===== src/sv/rld_pkg.sv =====
package rld_pkg;

  // Fixed formats of the fields and of the internal arithmetic.
  localparam int COORD_FRAC_BITS = 16;
  localparam int MAX_ITERATIONS  = 64;
  localparam int ITER_W          = (MAX_ITERATIONS > 1) ? $clog2(MAX_ITERATIONS) : 1;
  localparam int COORD_W         = 32;
  localparam int COEFF_W         = 32;
  localparam int SIZE_W          = 15;
  localparam int RATIO_W         = 24;
  localparam int RATIO_FRAC      = 16;
  localparam int IDX_W           = 3;
  localparam int Q_SHIFT         = 30;
  localparam int OPND_W          = 64;
  localparam int PROD_W          = 2 * OPND_W;
  localparam int DIV_W           = 63;
  localparam int DIV_CNT_W       = $clog2(DIV_W);
  localparam int CENTER_W        = SIZE_W + COORD_FRAC_BITS - 1;
  localparam int R2_SHIFT        = 2 * COORD_FRAC_BITS - 10;
  localparam int SQ_W            = 2 * COORD_W;
  localparam int SUM_W           = SQ_W + 1;
  localparam int S_W             = SUM_W - R2_SHIFT;

  localparam logic signed [63:0] POLY_LIM  = 64'sd1 <<< 62;
  localparam logic signed [63:0] DIV_LIM   = 64'sd1 <<< 44;
  localparam logic signed [63:0] ONE_Q30   = 64'sd1 <<< Q_SHIFT;
  localparam logic signed [63:0] TOLERANCE = (64'sd1 <<< COORD_FRAC_BITS) / 10;

  localparam logic [SIZE_W-1:0]  WIDTH_RST = 15'd1920;
  localparam logic [SIZE_W-1:0]  HEIGHT_RST = 15'd1080;
  localparam logic [RATIO_W-1:0] RATIO_RST = 24'd65536;

  // Configuration register indexes.
  typedef enum logic [IDX_W-1:0] {
    REG_COEFF_FIRST  = 3'd0,
    REG_COEFF_SECOND = 3'd1,
    REG_COEFF_THIRD  = 3'd2,
    REG_IMAGE_WIDTH  = 3'd3,
    REG_IMAGE_HEIGHT = 3'd4,
    REG_SCALE_RATIO  = 3'd5
  } reg_idx_e;

  typedef struct packed {
    logic                      command;
    logic signed [COORD_W-1:0] point_x;
    logic signed [COORD_W-1:0] point_y;
  } in_t;

  typedef struct packed {
    logic signed [COORD_W-1:0] mapped_x;
    logic signed [COORD_W-1:0] mapped_y;
    logic                      converged;
  } out_t;

  typedef struct packed {
    logic signed [COEFF_W-1:0] coeff_first;
    logic signed [COEFF_W-1:0] coeff_second;
    logic signed [COEFF_W-1:0] coeff_third;
    logic [SIZE_W-1:0]         image_width;
    logic [SIZE_W-1:0]         image_height;
    logic [RATIO_W-1:0]        scale_ratio;
  } cfg_t;

  // Datapath operations issued by the controller.
  typedef enum logic [3:0] {
    OP_IDLE,
    OP_LOAD,
    OP_CMUL,
    OP_CSUB,
    OP_SQ,
    OP_SSUM,
    OP_PMUL,
    OP_PADD,
    OP_EMUL,
    OP_ESET,
    OP_QDIV,
    OP_QSET,
    OP_FWDSET,
    OP_STEP,
    OP_ODIV,
    OP_OSET_PUB
  } op_e;

  localparam op_e OP_OSET    = OP_OSET_PUB;

  // Coefficient added after each Horner multiply.
  typedef enum logic [1:0] {
    KSEL_SECOND,
    KSEL_FIRST,
    KSEL_ONE
  } ksel_e;

  typedef struct packed {
    op_e   op;
    logic  axis;
    ksel_e ksel;
    logic  publish;
  } ctrl_t;

  typedef struct packed {
    logic mul_done;
    logic div_done;
    logic a_pos;
    logic conv;
    logic inverse;
  } stat_t;

  // Saturate to signed 32 bit.
  function automatic logic signed [COORD_W-1:0] sat32(input logic signed [65:0] v);
    logic signed [COORD_W-1:0] r;
    if (v > 66'sd2147483647) begin
      r = 32'sh7fffffff;
    end else if (v < -66'sd2147483648) begin
      r = 32'sh80000000;
    end else begin
      r = v[COORD_W-1:0];
    end
    return r;
  endfunction

  // Saturate to plus or minus a limit.
  function automatic logic signed [63:0] clamp_lim(input logic signed [65:0] v,
                                                   input logic signed [63:0] lim);
    logic signed [63:0] r;
    if (v > 66'(lim)) begin
      r = lim;
    end else if (v < -66'(lim)) begin
      r = -lim;
    end else begin
      r = v[63:0];
    end
    return r;
  endfunction

endpackage


===== src/sv/rld_ctrl.sv =====
module rld_ctrl (
  input  logic           clk_i,
  input  logic           rst_ni,
  input  logic           in_valid_i,
  output logic           in_ready_o,
  output logic           out_valid_o,
  input  logic           out_ready_i,
  input  rld_pkg::stat_t stat_i,
  output rld_pkg::ctrl_t ctrl_o
);

  typedef enum logic [3:0] {
    S_IDLE,
    S_CMUL,
    S_CSUB,
    S_SQ,
    S_SSUM,
    S_PMUL,
    S_PWAIT,
    S_EMUL,
    S_EWAIT,
    S_QDIV,
    S_QWAIT,
    S_QNEXT,
    S_STEPCHK,
    S_ODIV,
    S_OWAIT,
    S_OUT
  } state_e;

  state_e                      state_q, state_d;
  logic                        axis_q, axis_d, first_q, first_d;
  logic                        out_valid_q, out_valid_d;
  rld_pkg::ksel_e              kidx_q, kidx_d;
  logic [rld_pkg::ITER_W-1:0]  iter_q, iter_d;

  // Next state and command decode.
  always_comb begin
    state_d     = state_q;
    axis_d      = axis_q;
    first_d     = first_q;
    kidx_d      = kidx_q;
    iter_d      = iter_q;
    out_valid_d = out_valid_q && !out_ready_i;
    ctrl_o      = '{op: rld_pkg::OP_IDLE, axis: axis_q, ksel: kidx_q, publish: 1'b0};
    in_ready_o  = (state_q == S_IDLE);
    unique case (state_q)
      S_IDLE: begin
        if (in_valid_i) begin
          ctrl_o.op = rld_pkg::OP_LOAD;
          first_d   = 1'b1;
          iter_d    = '0;
          state_d   = S_CMUL;
        end
      end
      S_CMUL: begin
        ctrl_o.op = rld_pkg::OP_CMUL;
        state_d   = S_CSUB;
      end
      S_CSUB: begin
        ctrl_o.op = rld_pkg::OP_CSUB;
        state_d   = S_SQ;
      end
      S_SQ: begin
        ctrl_o.op = rld_pkg::OP_SQ;
        state_d   = S_SSUM;
      end
      S_SSUM: begin
        ctrl_o.op = rld_pkg::OP_SSUM;
        kidx_d    = rld_pkg::KSEL_SECOND;
        state_d   = S_PMUL;
      end
      S_PMUL: begin
        ctrl_o.op = rld_pkg::OP_PMUL;
        state_d   = S_PWAIT;
      end
      S_PWAIT: begin
        if (stat_i.mul_done) begin
          ctrl_o.op = rld_pkg::OP_PADD;
          axis_d    = 1'b0;
          unique case (kidx_q)
            rld_pkg::KSEL_SECOND: begin
              kidx_d  = rld_pkg::KSEL_FIRST;
              state_d = S_PMUL;
            end
            rld_pkg::KSEL_FIRST: begin
              kidx_d  = rld_pkg::KSEL_ONE;
              state_d = S_PMUL;
            end
            default: begin
              state_d = (stat_i.inverse && first_q) ? S_EMUL : S_QDIV;
            end
          endcase
        end
      end
      S_EMUL: begin
        ctrl_o.op = rld_pkg::OP_EMUL;
        state_d   = S_EWAIT;
      end
      S_EWAIT: begin
        if (stat_i.mul_done) begin
          ctrl_o.op = rld_pkg::OP_ESET;
          if (axis_q) begin
            axis_d  = 1'b0;
            first_d = 1'b0;
            state_d = S_SQ;
          end else begin
            axis_d  = 1'b1;
            state_d = S_EMUL;
          end
        end
      end
      S_QDIV: begin
        ctrl_o.op = rld_pkg::OP_QDIV;
        state_d   = S_QWAIT;
      end
      S_QWAIT: begin
        if (stat_i.div_done) begin
          ctrl_o.op = rld_pkg::OP_QSET;
          if (axis_q) begin
            axis_d  = 1'b0;
            state_d = S_QNEXT;
          end else begin
            axis_d  = 1'b1;
            state_d = S_QDIV;
          end
        end
      end
      S_QNEXT: begin
        if (!stat_i.inverse || !stat_i.a_pos) begin
          ctrl_o.op = rld_pkg::OP_FWDSET;
          state_d   = S_ODIV;
        end else begin
          ctrl_o.op = rld_pkg::OP_STEP;
          state_d   = S_STEPCHK;
        end
      end
      S_STEPCHK: begin
        if (stat_i.conv ||
            (iter_q == rld_pkg::ITER_W'(rld_pkg::MAX_ITERATIONS - 1))) begin
          state_d = S_ODIV;
        end else begin
          iter_d  = iter_q + 1'b1;
          state_d = S_SQ;
        end
      end
      S_ODIV: begin
        ctrl_o.op = rld_pkg::OP_ODIV;
        state_d   = S_OWAIT;
      end
      S_OWAIT: begin
        if (stat_i.div_done) begin
          ctrl_o.op = rld_pkg::OP_OSET;
          if (axis_q) begin
            axis_d  = 1'b0;
            state_d = S_OUT;
          end else begin
            axis_d  = 1'b1;
            state_d = S_ODIV;
          end
        end
      end
      S_OUT: begin
        // Hand the result over once the output register is free.
        if (!out_valid_q || out_ready_i) begin
          ctrl_o.publish = 1'b1;
          out_valid_d    = 1'b1;
          state_d        = S_IDLE;
        end
      end
      default: begin
        state_d = S_IDLE;
      end
    endcase
  end

  // State and registered outputs.
  always_ff @(posedge clk_i or negedge rst_ni) begin
    if (!rst_ni) begin
      state_q     <= S_IDLE;
      axis_q      <= 1'b0;
      first_q     <= 1'b0;
      kidx_q      <= rld_pkg::KSEL_SECOND;
      iter_q      <= '0;
      out_valid_q <= 1'b0;
    end else begin
      state_q     <= state_d;
      axis_q      <= axis_d;
      first_q     <= first_d;
      kidx_q      <= kidx_d;
      iter_q      <= iter_d;
      out_valid_q <= out_valid_d;
    end
  end

  assign out_valid_o = out_valid_q;

  // The units only finish while the sequencer waits for them.
  a_mul_done_wait: assert property (@(posedge clk_i) disable iff (!rst_ni)
    stat_i.mul_done |-> (state_q == S_PWAIT || state_q == S_EWAIT))
    else $error("multiplier finished outside a wait state");

  a_div_done_wait: assert property (@(posedge clk_i) disable iff (!rst_ni)
    stat_i.div_done |-> (state_q == S_QWAIT || state_q == S_OWAIT))
    else $error("divider finished outside a wait state");

  a_publish_free: assert property (@(posedge clk_i) disable iff (!rst_ni)
    ctrl_o.publish |-> (!out_valid_q || out_ready_i))
    else $error("result overwritten while still pending");

endmodule


===== config.mk =====
export PLATFORM = sky130hd
export DESIGN_NAME = rld_ctrl
export DESIGN_NICKNAME = d
export VERILOG_FILES = /design/src/sv/rld_pkg.sv /design/src/sv/rld_ctrl.sv
export SDC_FILE = /design/constraint.sdc
export NUM_CORES = 1
export LEC_CHECK = 0
export ABC_AREA = 1
export BUFFER_PORTS_ARGS = -buffer_cell sky130_fd_sc_hd__buf_4
export CELL_PAD_IN_SITES_DETAIL_PLACEMENT = 1
export CELL_PAD_IN_SITES_GLOBAL_PLACEMENT = 1
export CORE_UTILIZATION = 40
export CTS_CLUSTER_DIAMETER = 80
export DETAILED_ROUTE_END_ITERATION = 12
export PLACE_DENSITY = 0.86
export SETUP_SLACK_MARGIN = 0.1
export SYNTH_ARGS = -nofsm -noshare
export SYNTH_HDL_FRONTEND = slang
export SYNTH_SLANG_ARGS = --single-unit

===== constraint.sdc =====
create_clock -name clk_i -period 1.61 [get_ports clk_i]
set_input_delay 0.4025 -clock clk_i [delete_from_list [all_inputs] [get_ports clk_i]]
set_output_delay 0.4025 -clock clk_i [all_outputs]
set_load 0.02 [all_outputs]

## Word level (Yosys, flattened, before mapping)

Index checks and enable logic that the tools add are counted.
W data, S select, Z words.

- Reductions and logical operators: 22
- Mux-type cells: 40
- Equal/unequal tests: 27
- $add $sub $neg: 1

Operators by type and width:

| cell | number |
|---|---|
| $pmux W4 S16 | 1 |
| $pmux W4 S14 | 1 |
| $mux W4 | 12 |
| $eq A4 B4 Y1 const B | 8 |
| $eq A4 B3 Y1 const B | 4 |
| $ne A2 B2 Y1 const B | 8 |
| $mux W1 | 14 |
| $mux W6 | 2 |
| $pmux W6 S2 | 1 |
| $eq A4 B2 Y1 const B | 2 |
| $pmux W2 S2 | 2 |
| $reduce_and A4 Y1 | 2 |
| $add A6 B1 Y6 const B | 1 |
| $eq A6 B6 Y1 const B | 1 |
| $mux W2 | 3 |
| $mux W3 | 2 |
| $reduce_and A3 Y1 | 2 |
| $reduce_and A6 Y1 | 1 |
| $reduce_bool A2 Y1 | 3 |
| $eq A4 B1 Y1 const B | 1 |
| $logic_not A1 Y1 | 4 |
| $logic_not A4 Y1 | 1 |
| $reduce_or A2 Y1 | 2 |
| $logic_or A1 B1 Y1 | 3 |
| 8 further kinds | 9 |

- Bits in registers: 15
- Logic and storage cells: 96
- Output and inout bits: 10
- Input bits: 9

## Longest topological paths before layout

Gate-level depths: netlist of the first run.

- Depth in word-level cells: 5
- Mapped depth: 9
- Mapped depth without buffers: 8

## Least setup slack after synthesis of the first run

Ideal clock, no wire load.

- Path type: register -> output
- From: register state_q[0]
- To: output ctrl_o[4] in the netlist's numbering
- Data arrival time: 1.249 ns
- Setup slack: -0.042 ns
- Required time: 1.207 ns
- Cell stages (with the launch flop): 7
- Path through: dfrtp_1 buf_6 nor2_8 nand2_2 inv_1 nand2_1 nand4_1

RTL lines:

| item | RTL line | source |
|---|---|---|
| start, declared | rld_ctrl.sv:31 | `state_e state_q, state_d;` |
| start signal, assigned | rld_ctrl.sv:187 | `state_q <= state_d;` |
| end, declared | rld_ctrl.sv:9 | `output rld_pkg::ctrl_t ctrl_o` |

==> impl_results.md, run 1 <==
- First element of the critical path: state_q[1]
- Count of maximum capacitance violations: 0
- Cell depth of the worst flop-to-flop path: 10
- Post-DP HPWL: 3190 um
- Floorplan row count: 20
- P&R area growth vs syn: 46.4%
- Worst setup path end: ctrl_o[7]
- Residual overflow from global routing: 0
- # DRC: 0
- Met3 layer usage reported by global route: 0.0284
- Number of sinks handled by clock tree synthesis: 15
- Pin count of the biggest net entering global routing: 16
- Critical setup path kind: reg -> out
- Largest driver fanout on the critical path: 6
- Reg2reg start: state_q[1]
- Count of buffers from port buffering: 18
- Number of nets in the layout: 246
- Violated checks: setup timing
- Via count of the first global-routing pass: 1558
- Final setup violating endpoints: 8
- Crit path largest cell delay: 0.51 ns
- Min-Delay Path Class: in -> reg
- TritonCTS clock tree: done
- Synthesis-stage register bit count: 15
- Routed length per instance: 17.7 um
- Share of layout cells above drive strength 1: 0.455
- Last weighted congestion value of the routability-driven placer: 0.929
- Slew Limit Headroom: 0.810
- Cell Count, Final, Fillers Out: 279
- Outcome: finished, violations left
- Syn Area/Cell: 6.90 um2
- Warnings from Yosys: 0
- Insertion delay to the later sink of the worst-skew pair: 0.29 ns
- Slew Limit Fails: 0
- Initial antenna violation count: 0
- Distinct cell type count after synthesis: 28
- Setup repair after global routing missed its margin: yes
- Highest-utilization routing layer at the global route stage: met2
- Number of CTS-inserted buffers: 3
- Post-route worst hold slack: 0.311 ns
- Slack of the worst reg-to-reg path: -0.05 ns
- Clock Skews: 0.00488 ns
- Average via count per standard cell: 5.36
- Total track usage: 0.292
- Crit path setup slack, layout: -0.369 ns
- Fraction of met1 tracks used by global routing: 0.332
- Clock Root Buffer: clkbuf_4
- Worst path slowest cell: dfrtp_2
- Sum Neg Setup Slack: -1.84 ns
- Antenna viol nets, final: 0
- Crit path arrival time: 1.58 ns
- Routed wire length: 4940 um
- Wire length of the first global-routing pass: 7440 um
- Share of synthesized area occupied by flip-flops and latches: 0.286
- Top-Level Pins: 19
- Critical Path Source Type: flip-flop
- Post-synthesis cell area: 1310 um2
- X dimension of the die: 59.3 um
- Floorplan core area: 3080 um2
- Final cell utilization of the core: 0.624
- Final period demand of the worst path: 1.98 ns
- Final worst-path cycle share: 1.23
- Area of the die: 3510 um2
- H-tree levels: 1
- RR Endpoint: state_q[0]
- Total nets after synthesis: 200
- Cell total after placement: 263
- Initial standard-cell utilization of the core: 0.426
- Final count of hold timing violations: 0
- Maximum buffer depth of the clock tree: 2
- Filler Cell Count: 395
- Cell-by-cell listing of the critical path: inv_2, nor2_4, nand3_2, and3_4, nand4_1, buf_4
- Number of DRC markers in iteration 0: 31
- VDD IR max: 1.18 mV
- Leak pwr: 0.966 nW
- Slew at the pin closest to its max-slew limit: 0.285 ns
- Pwr/cell area: 1780 nW/um2
- Met2 track demand over resource in global routing: 0.552
- Diodes inserted: 0
- Vertical extent of the die: 59.3 um
- Clock transition at path regs: 0.09 ns
- Post-Synthesis Cells: 190
- Highest attainable clock frequency: 505 MHz
- Element type at the critical path end: primary output
- Power, Total: 3.41 mW
- Endpoint required time on the critical path: 1.21 ns
- Vias after detailed routing: 1496
- DR pass1 iterations: 4
[placed cells by master (no fill, tap or decap), types with 2 or more instances in the layout]
cell,count
nand2_1,49
o21ai_0,2
buf_6,7
xor2_1,3
inv_4,3
inv_1,11
clkbuf_4,3
dfrtp_1,10
o21ai_2,3
nand4_1,5
nand3_4,2
nand3_1,15
nor2_2,3
o21ai_1,6
nand2_2,10
dfrtp_2,5
inv_2,4
nor2_4,9
nand2_4,5
buf_4,36
nor2_1,21
a21oi_1,2
nand2_8,3
nand3_2,5
[how the worst min path moves through the flow]
stage	from	endpoint	slack, ns	cells after the start
after floorplan	rst_ni	axis_q	0.11	0
after global placement	rst_ni	iter_q[5]	0.27	1
after detailed placement	rst_ni	iter_q[5]	0.27	1
after CTS	out_ready_i	out_valid_o	0.31	2
after global routing	out_ready_i	out_valid_o	0.31	2
final	out_ready_i	out_valid_o	0.31	2
[per-stage QoR]
| step | setup WS, ns | cell area (um2) |
|---|---|---|
| finish | -0.369 | 1920 |
| global route | -0.418 | 1920 |
| CTS | -0.298 | 1770 |
| detailed placement | -0.126 | 1570 |
| global placement | -0.0439 | 1570 |
| floorplan | 0.0447 | 1310 |
[registers in the layout, indices dropped and copies added, names as in the netlist]
signal / count
out_valid_o: 1
state_q: 4
axis_q: 1
kidx_q: 2
first_q: 1
iter_q: 6
[critical path, delay by kind of cell, from the launching register on]
family	cells	cell delay, ns
AND/OR/NAND/NOR	4	0.54
buffers and inverters	2	0.23
flip-flops	1	0.51
[Yosys cell counts (all sizes together)]
| cell type | n | area share |
|---|---|---|
| a21oi | 4 | 0.024 |
| and3 | 1 | 0.0048 |
| buf | 5 | 0.040 |
| clkinv | 1 | 0.0067 |
| dfrtp | 15 | 0.29 |
| ha | 1 | 0.0095 |
| inv | 18 | 0.052 |
| nand2 | 67 | 0.22 |
| nand3 | 22 | 0.10 |
| nand3b | 2 | 0.014 |
| nand4 | 5 | 0.024 |
| nor2 | 34 | 0.15 |
| o21ai | 11 | 0.045 |
| o21bai | 1 | 0.0086 |
| xor2 | 3 | 0.020 |
[power by group]
part | leakage [nW] | internal [mW] | switching [mW]
Clock | 0.0150 | 0.0965 | 0.134
Combinational | 0.758 | 1.08 | 1.39
Sequential | 0.193 | 0.489 | 0.224
[cell type report]
type	count	area (um2)	area share
well taps	44	55.1	0.0287
flip-flops and latches	15	382	0.199
clock buffers	4	26.3	0.0137
repair buffers	46	394	0.205
inverters	19	91.3	0.0476
multi-input cells	151	971	0.506
[repair_timing]
item	4_1_cts	5_1_grt
cloned	0	0
endpoints found under the setup margin	18	20
resized for setup	27	32
hold buffers	1	0
setup buffers	9	4
hold endpoints to repair	15	0
pin swaps	11	13
[metal layers]
layer / vias to the layer above / wire [um]
met5: - / 0
met4: 0 / 144
met3: 16 / 115
met2: 43 / 2660
met1: 738 / 2020
li1: 699 / -
[kinds of logic after synthesis]
family,after synthesis,share of synthesized area
buffers and inverters,24,0.0983
adders and majority gates,1,0.00954
AOI/OAI and AO/OA,16,0.0773
DFF,15,0.286
and+or+nand+nor,131,0.509
xor gates and xnor gates,3,0.0200
No activity file was read; power rests on OpenSTA's default activity.
==> run 2, diff against run 1 <==
--- a/config.mk
+++ b/config.mk
@@ -12,3 +12,2 @@
 export CORE_UTILIZATION = 40
-export CTS_CLUSTER_DIAMETER = 80
 export DETAILED_ROUTE_END_ITERATION = 12
==> constraint.sdc (replaced) <==
create_clock -name clk_i -period 2.2 [get_ports clk_i]
set_input_delay 0.55 -clock clk_i [delete_from_list [all_inputs] [get_ports clk_i]]
set_output_delay 0.55 -clock clk_i [all_outputs]
set_load 0.1 [all_outputs]
==> run 2 against run 1 <==
Net effect: the run still ends with setup timing left; critical path depth increased by 1; final area decreased by 2.9%; routed wire length increased by 8.9%; register-to-register slack improved by 0.39 ns; sequential power decreased by 29%; highest routed layer unchanged.
==> impl_results.md, run 2 (synthesis results as in run 1) <==
- Element type at the critical path end: primary output
- Crit path arrival time: 1.79 ns (+0.21 ns)
- Slew Limit Headroom: 0.789 (-0.0214)
- Setup repair after global routing missed its margin: yes
- Post-DP HPWL: 3070 um (-3.8%)
- Met1 wire length: 2200 um (+8.9%)
- Final count of hold timing violations: 0 (unchanged)
- Top routing layer in use: met4
- Most flop-heavy register: iter_q
- Slew Limit Fails: 0 (unchanged)
- Initial antenna violation count: 0 (unchanged)
- Number of nets in the layout: 249 (+1.2%)
- Final period demand of the worst path: 2.34 ns
- Registers with the most flip-flops: iter_q: 6 flops, state_q: 4 flops, kidx_q: 2 flops
- Antenna viol nets, final: 0 (unchanged)
- X dimension of the die: 59.3 um (unchanged)
- # DRC: 0 (unchanged)
- Vertical extent of the die: 59.3 um (unchanged)
- Slew at the pin closest to its max-slew limit: 0.314 ns (+0.0288 ns)
- Clock transition at path regs: 0.11 ns (+0.02 ns)
- Final worst-path cycle share: 1.06
- Clock Root Buffer: clkbuf_4
- Diodes inserted: 0 (unchanged)
- Most frequent standard cell in the layout excluding fill and tap cells: nand2_1
- Fin area: 1860 um2 (-2.9%)
- Count of maximum capacitance violations: 0 (unchanged)
- Floorplan core area: 3080 um2 (unchanged)
- DR pass1 iterations: 4 (unchanged)
- Sum Neg Setup Slack: -0.374 ns (+1.47 ns)
- Largest driver fanout on the critical path: 7 (+1)
- Number of DRC markers in iteration 0: 62 (+100%)
- Residual overflow from global routing: 0 (unchanged)
- Leak pwr: 0.958 nW (-0.84%)
- Top-Level Pins: 19 (unchanged)
- Highest-count cells in the layout ignoring fill and taps: nand2_1, buf_4, nor2_1
- Wire length of the first global-routing pass: 7440 um (unchanged)
- Via count of the first global-routing pass: 1541 (-1.1%)
- Final setup violating endpoints: 4 (-4)
- Total track usage: 0.288 (-0.00400)
- Routed wire length: 5380 um (+8.9%)
- Insertion delay to the later sink of the worst-skew pair: 0.30 ns (about the same)
- Filler Cell Count: 390 (-1.3%)
- Detailed-routed wire length on met2: 2850 um (+6.8%)
- Highest attainable clock frequency: 428 MHz
- VDD IR max: 1.80 mV (+53%)
- Wire length on met3: 161 um (+40%)
- Min-Delay Path Class: in -> async
- Maximum buffer depth of the clock tree: 2 (unchanged)
- Endpoint required time on the critical path: 1.65 ns (+0.44 ns)
- Cell total after placement: 250 (-4.9%)
- Routed length per instance: 19.1 um (+7.7%)
- TritonCTS clock tree: done
- Critical Path Source Type: flip-flop
- Last weighted congestion value of the routability-driven placer: 0.916 (-1.5%)
- Clock Skews: 0.000558 ns (-0.00432 ns)
- Pwr/cell area: 1730 nW/um2 (-2.4%)
- Number of CTS-inserted buffers: 3 (unchanged)
- P&R area growth vs syn: 42.2%
- Crit path setup slack, layout: -0.137 ns (+0.232 ns)
- Share of layout cells above drive strength 1: 0.408 (-0.0478)
- Count of buffers from port buffering: 18 (unchanged)
- H-tree levels: 1 (unchanged)
- Violated checks: setup timing
- Critical setup path kind: reg -> out
- Floorplan row count: 20 (unchanged)
- Pin count of the biggest net entering global routing: 16 (unchanged)
- # hold bufs at CTS: 0 (-1)
- Average via count per standard cell: 5.41 (+0.99%)
- Final cell utilization of the core: 0.606 (-0.0179)
- Largest register FFs: 6 (unchanged)
- Cell Count, Final, Fillers Out: 282 (+1.1%)
- Placed Instance Area: 1490 um2 (-4.9%)
- Number of sinks handled by clock tree synthesis: 15 (unchanged)
- Outcome: finished, violations left
- Initial standard-cell utilization of the core: 0.426 (unchanged)
- Vias after detailed routing: 1527 (+2.1%)
- Area of the die: 3510 um2 (unchanged)
[run 2: changes by cell type in the layout (fill, tap and decap cells not counted), sizes merged]
cell and delta:
inv -1, buf +4, clkinvlp +1, dlygate4sd3 -1
[run 2: timing repair]
| item | CTS | global route |
|---|---|---|
| resized for setup | 22 | 12 |
| buffers inserted | 15 | 13 |
| setup endpoints to repair | 6 | 6 |
| pin swaps | 10 | 12 |
[run 2: final timing paths]
kind                            depth (start not counted)  slack [ns]        start          end
worst max-delay path                                    7       -0.14   state_q[2]    ctrl_o[4]
worst min-delay path                                    1        0.09       rst_ni    iter_q[5]
worst max register to register                          9        0.34   state_q[2]   state_q[1]
worst min register to register                          2        0.52    iter_q[1]    iter_q[1]
max in group asynchronous                               1        1.91       rst_ni   state_q[1]
min in group clk_i                                      2        0.41  out_ready_i  out_valid_o
[run 2: cell type report]
type                       instances  area [um2]  share of cell area
clock buffer                       4        26.3              0.0141
tap                               44        55.1              0.0295
multi-input combinational        151         868               0.466
sequential                        15         380               0.204
inverter                          19        87.6              0.0470
timing repair buffer              49         447               0.240
[run 2: per-layer routing]
layer / up-vias / global-route usage
met2: 49 / 0.523
met5: - / 0
li1: 701 / -
met3: 16 / 0.0153
met4: 0 / 0.133
met1: 761 / 0.346
[run 2: worst max-delay path: stages, from the launching register on]
cell	delay, ns
dfrtp_2	0.51
buf_6	0.15
nor2_4	0.21
nand2_8	0.08
clkinvlp_4	0.09
nand2_2	0.08
nand4_1	0.17
buf_12	0.20
[run 2: per-stage QoR]
step | setup slack [ns] | hold slack (ns) | power [mW]
after global routing | -0.184 | 0.0843 | 3.35
after global placement | 0.173 | 0.422 | 2.24
after CTS | -0.000327 | 0.102 | 2.84
after detailed placement | 0.108 | 0.426 | 2.28
final | -0.137 | 0.0877 | 3.23
after floorplan | -0.510 | 0.254 | 1.95
[run 2: where the power goes]
| group | internal, mW | total [mW] | switching [mW] |
|---|---|---|---|
| combinational | 0.891 | 2.54 | 1.65 |
| clock | 0.0709 | 0.185 | 0.114 |
| sequential | 0.357 | 0.507 | 0.150 |
| total | 1.32 | 3.23 | 1.91 |
==> run 3, diff against run 2 <==
RECOVER_POWER = 100   (was default)
==> run 3 against run 2 <==
Net effect: the run still ends with setup timing left; sequential power is essentially flat; cell count unchanged; total power is essentially flat; hold slack improved by 0.27 ns; core utilization is 0.12 points lower; critical endpoint unchanged; largest power group unchanged.
==> impl_results.md, run 3 (synthesis results as in run 1) <==
- Outcome: finished, violations left
- Violated checks: setup timing
- Pin count of the biggest net entering global routing: 16 (unchanged)
- # hold bufs at CTS: 0 (unchanged)
- Vias after detailed routing: 1527 (unchanged)
- Cell total after placement: 250 (unchanged)
- Highest attainable clock frequency: 428 MHz (unchanged)
- Number of nets in the layout: 249 (unchanged)
- Pwr/cell area: 1740 nW/um2 (+0.17%)
- Critical Path Source Type: flip-flop
- Critical setup path kind: reg -> out
- VDD IR max: 1.80 mV (about the same)
- Initial antenna violation count: 0 (unchanged)
- Maximum buffer depth of the clock tree: 2 (unchanged)
- Diodes inserted: 0 (unchanged)
- Residual overflow from global routing: 0 (unchanged)
- Final worst-path cycle share: 1.06 (unchanged)
- Count of maximum capacitance violations: 0 (unchanged)
- Fin area: 1860 um2 (-0.20%)
- Clock transition at path regs: 0.11 ns (about the same)
- Cell depth of the worst flop-to-flop path: 9 (unchanged)
- Number of sinks handled by clock tree synthesis: 15 (unchanged)
- X dimension of the die: 59.3 um (unchanged)
- Share of layout cells above drive strength 1: 0.403 (-0.00420)
- Filler Cell Count: 392 (+0.51%)
- Largest driver fanout on the critical path: 7 (unchanged)
- Antenna viol nets, final: 0 (unchanged)
- Slew Limit Fails: 0 (unchanged)
- Highest-count cells in the layout ignoring fill and taps: nand2_1, buf_4, nor2_1
- Worst path slowest cell: dfrtp_2
- Slack of the worst reg-to-reg path: 0.34 ns (about the same)
- P&R area growth vs syn: 41.9%
- Final period demand of the worst path: 2.34 ns (unchanged)
- DR pass1 iterations: 4 (unchanged)
- Reg2reg start: state_q[2]
- Average via count per standard cell: 5.41 (unchanged)
- Clock Skews: 0.000558 ns (unchanged)
- Most frequent standard cell in the layout excluding fill and tap cells: nand2_1
- First element of the critical path: state_q[2]
- Crit path largest cell delay: 0.51 ns (about the same)
- Vertical extent of the die: 59.3 um (unchanged)
- Slew at the pin closest to its max-slew limit: 0.947 ns (+0.634 ns)
- Floorplan core area: 3080 um2 (unchanged)
- Initial standard-cell utilization of the core: 0.426 (unchanged)
- Setup repair after global routing missed its margin: yes
- Placed Instance Area: 1490 um2 (unchanged)
- Number of CTS-inserted buffers: 3 (unchanged)
- Clock Root Buffer: clkbuf_4
- Cell-by-cell listing of the critical path: buf_6, nor2_4, nand2_8, clkinvlp_4, nand2_2, nand4_1, buf_12
- Crit path arrival time: 1.79 ns (about the same)
- Power, Total: 3.23 mW (about the same)
- Total track usage: 0.288 (unchanged)
- Insertion delay to the later sink of the worst-skew pair: 0.30 ns (about the same)
- Leak pwr: 0.954 nW (-0.38%)
- Top-Level Pins: 19 (unchanged)
- Final count of hold timing violations: 0 (unchanged)
- TritonCTS clock tree: done
- Element type at the critical path end: primary output
- # DRC: 0 (unchanged)
- Endpoint required time on the critical path: 1.65 ns (about the same)
- Count of buffers from port buffering: 18 (unchanged)
- H-tree levels: 1 (unchanged)
- Largest register FFs: 6 (unchanged)
- Slew Limit Headroom: 0.368 (-0.420)
- Final setup violating endpoints: 4 (unchanged)
- Area of the die: 3510 um2 (unchanged)
- Post-route worst hold slack: 0.354 ns (+0.266 ns)
- Crit path setup slack, layout: -0.137 ns (unchanged)
- Cell Count, Final, Fillers Out: 282 (unchanged)
- Routed wire length: 5380 um (about the same)
- RR Endpoint: state_q[1]
- Number of DRC markers in iteration 0: 62 (unchanged)
- Post-DP HPWL: 3070 um (unchanged)
- Registers with the most flip-flops: iter_q: 6 flops, state_q: 4 flops, kidx_q: 2 flops
- Min-Delay Path Class: in -> async
- Floorplan row count: 20 (unchanged)
- Wire length of the first global-routing pass: 7440 um (unchanged)
- Most flop-heavy register: iter_q
- Sum Neg Setup Slack: -0.374 ns (unchanged)
- Via count of the first global-routing pass: 1541 (unchanged)
- Last weighted congestion value of the routability-driven placer: 0.916 (unchanged)
- Routed length per instance: 19.1 um (about the same)
==> run 3: cell count changes in the layout (fill, tap and decap cells not counted) <==
cell	delta
buf_4	-1
clkbuf_1	+1
==> run 3: worst max path at each step <==
stage | end
floorplan | ctrl_o[4]
global placement | ctrl_o[4]
detailed placement | ctrl_o[4]
CTS | ctrl_o[4]
global route | ctrl_o[4]
finish | ctrl_o[4]
==> run 3: cell type report <==
cell class	instances	area (um2)	share of cell area
clock buffer	4	26.3	0.0141
inverter	19	87.6	0.0471
multi-input combinational	151	868	0.467
sequential	15	380	0.204
tap	44	55.1	0.0296
timing repair buffer	49	443	0.238
==> run 3: report_power, final <==
part | total, mW | switching, mW | internal [mW]
Sequential | 0.507 | 0.150 | 0.357
Combinational | 2.54 | 1.65 | 0.891
Clock | 0.185 | 0.114 | 0.0709
==> run 3: timing repair <==
action | in CTS | in global routing
pin swaps | 10 | 12
buffers inserted | 15 | 13
gates cloned | 0 | 0
setup endpoints to repair | 6 | 6
gates resized for setup | 22 | 12
==> run 3: worst max-delay path, delay by kind of cell (launching register included) <==
| family | cells | cell delay (ns) |
|---|---|---|
| simple gates | 4 | 0.54 |
| buf+inv | 3 | 0.44 |
| flops | 1 | 0.51 |
==> run 3: metrics by stage <==
stage                      util  setup slack, ns
after detailed placement  0.485            0.108
final                     0.604           -0.137
after CTS                 0.559        -0.000327
after global routing      0.604           -0.184
after global placement    0.485            0.173
after floorplan               -           -0.510
==> run 3: metal layers <==
metal / track usage / wire length, um
met1: 0.346 / 2200
met2: 0.523 / 2840
met3: 0.0153 / 160
met4: 0.133 / 175
met5: 0 / 0
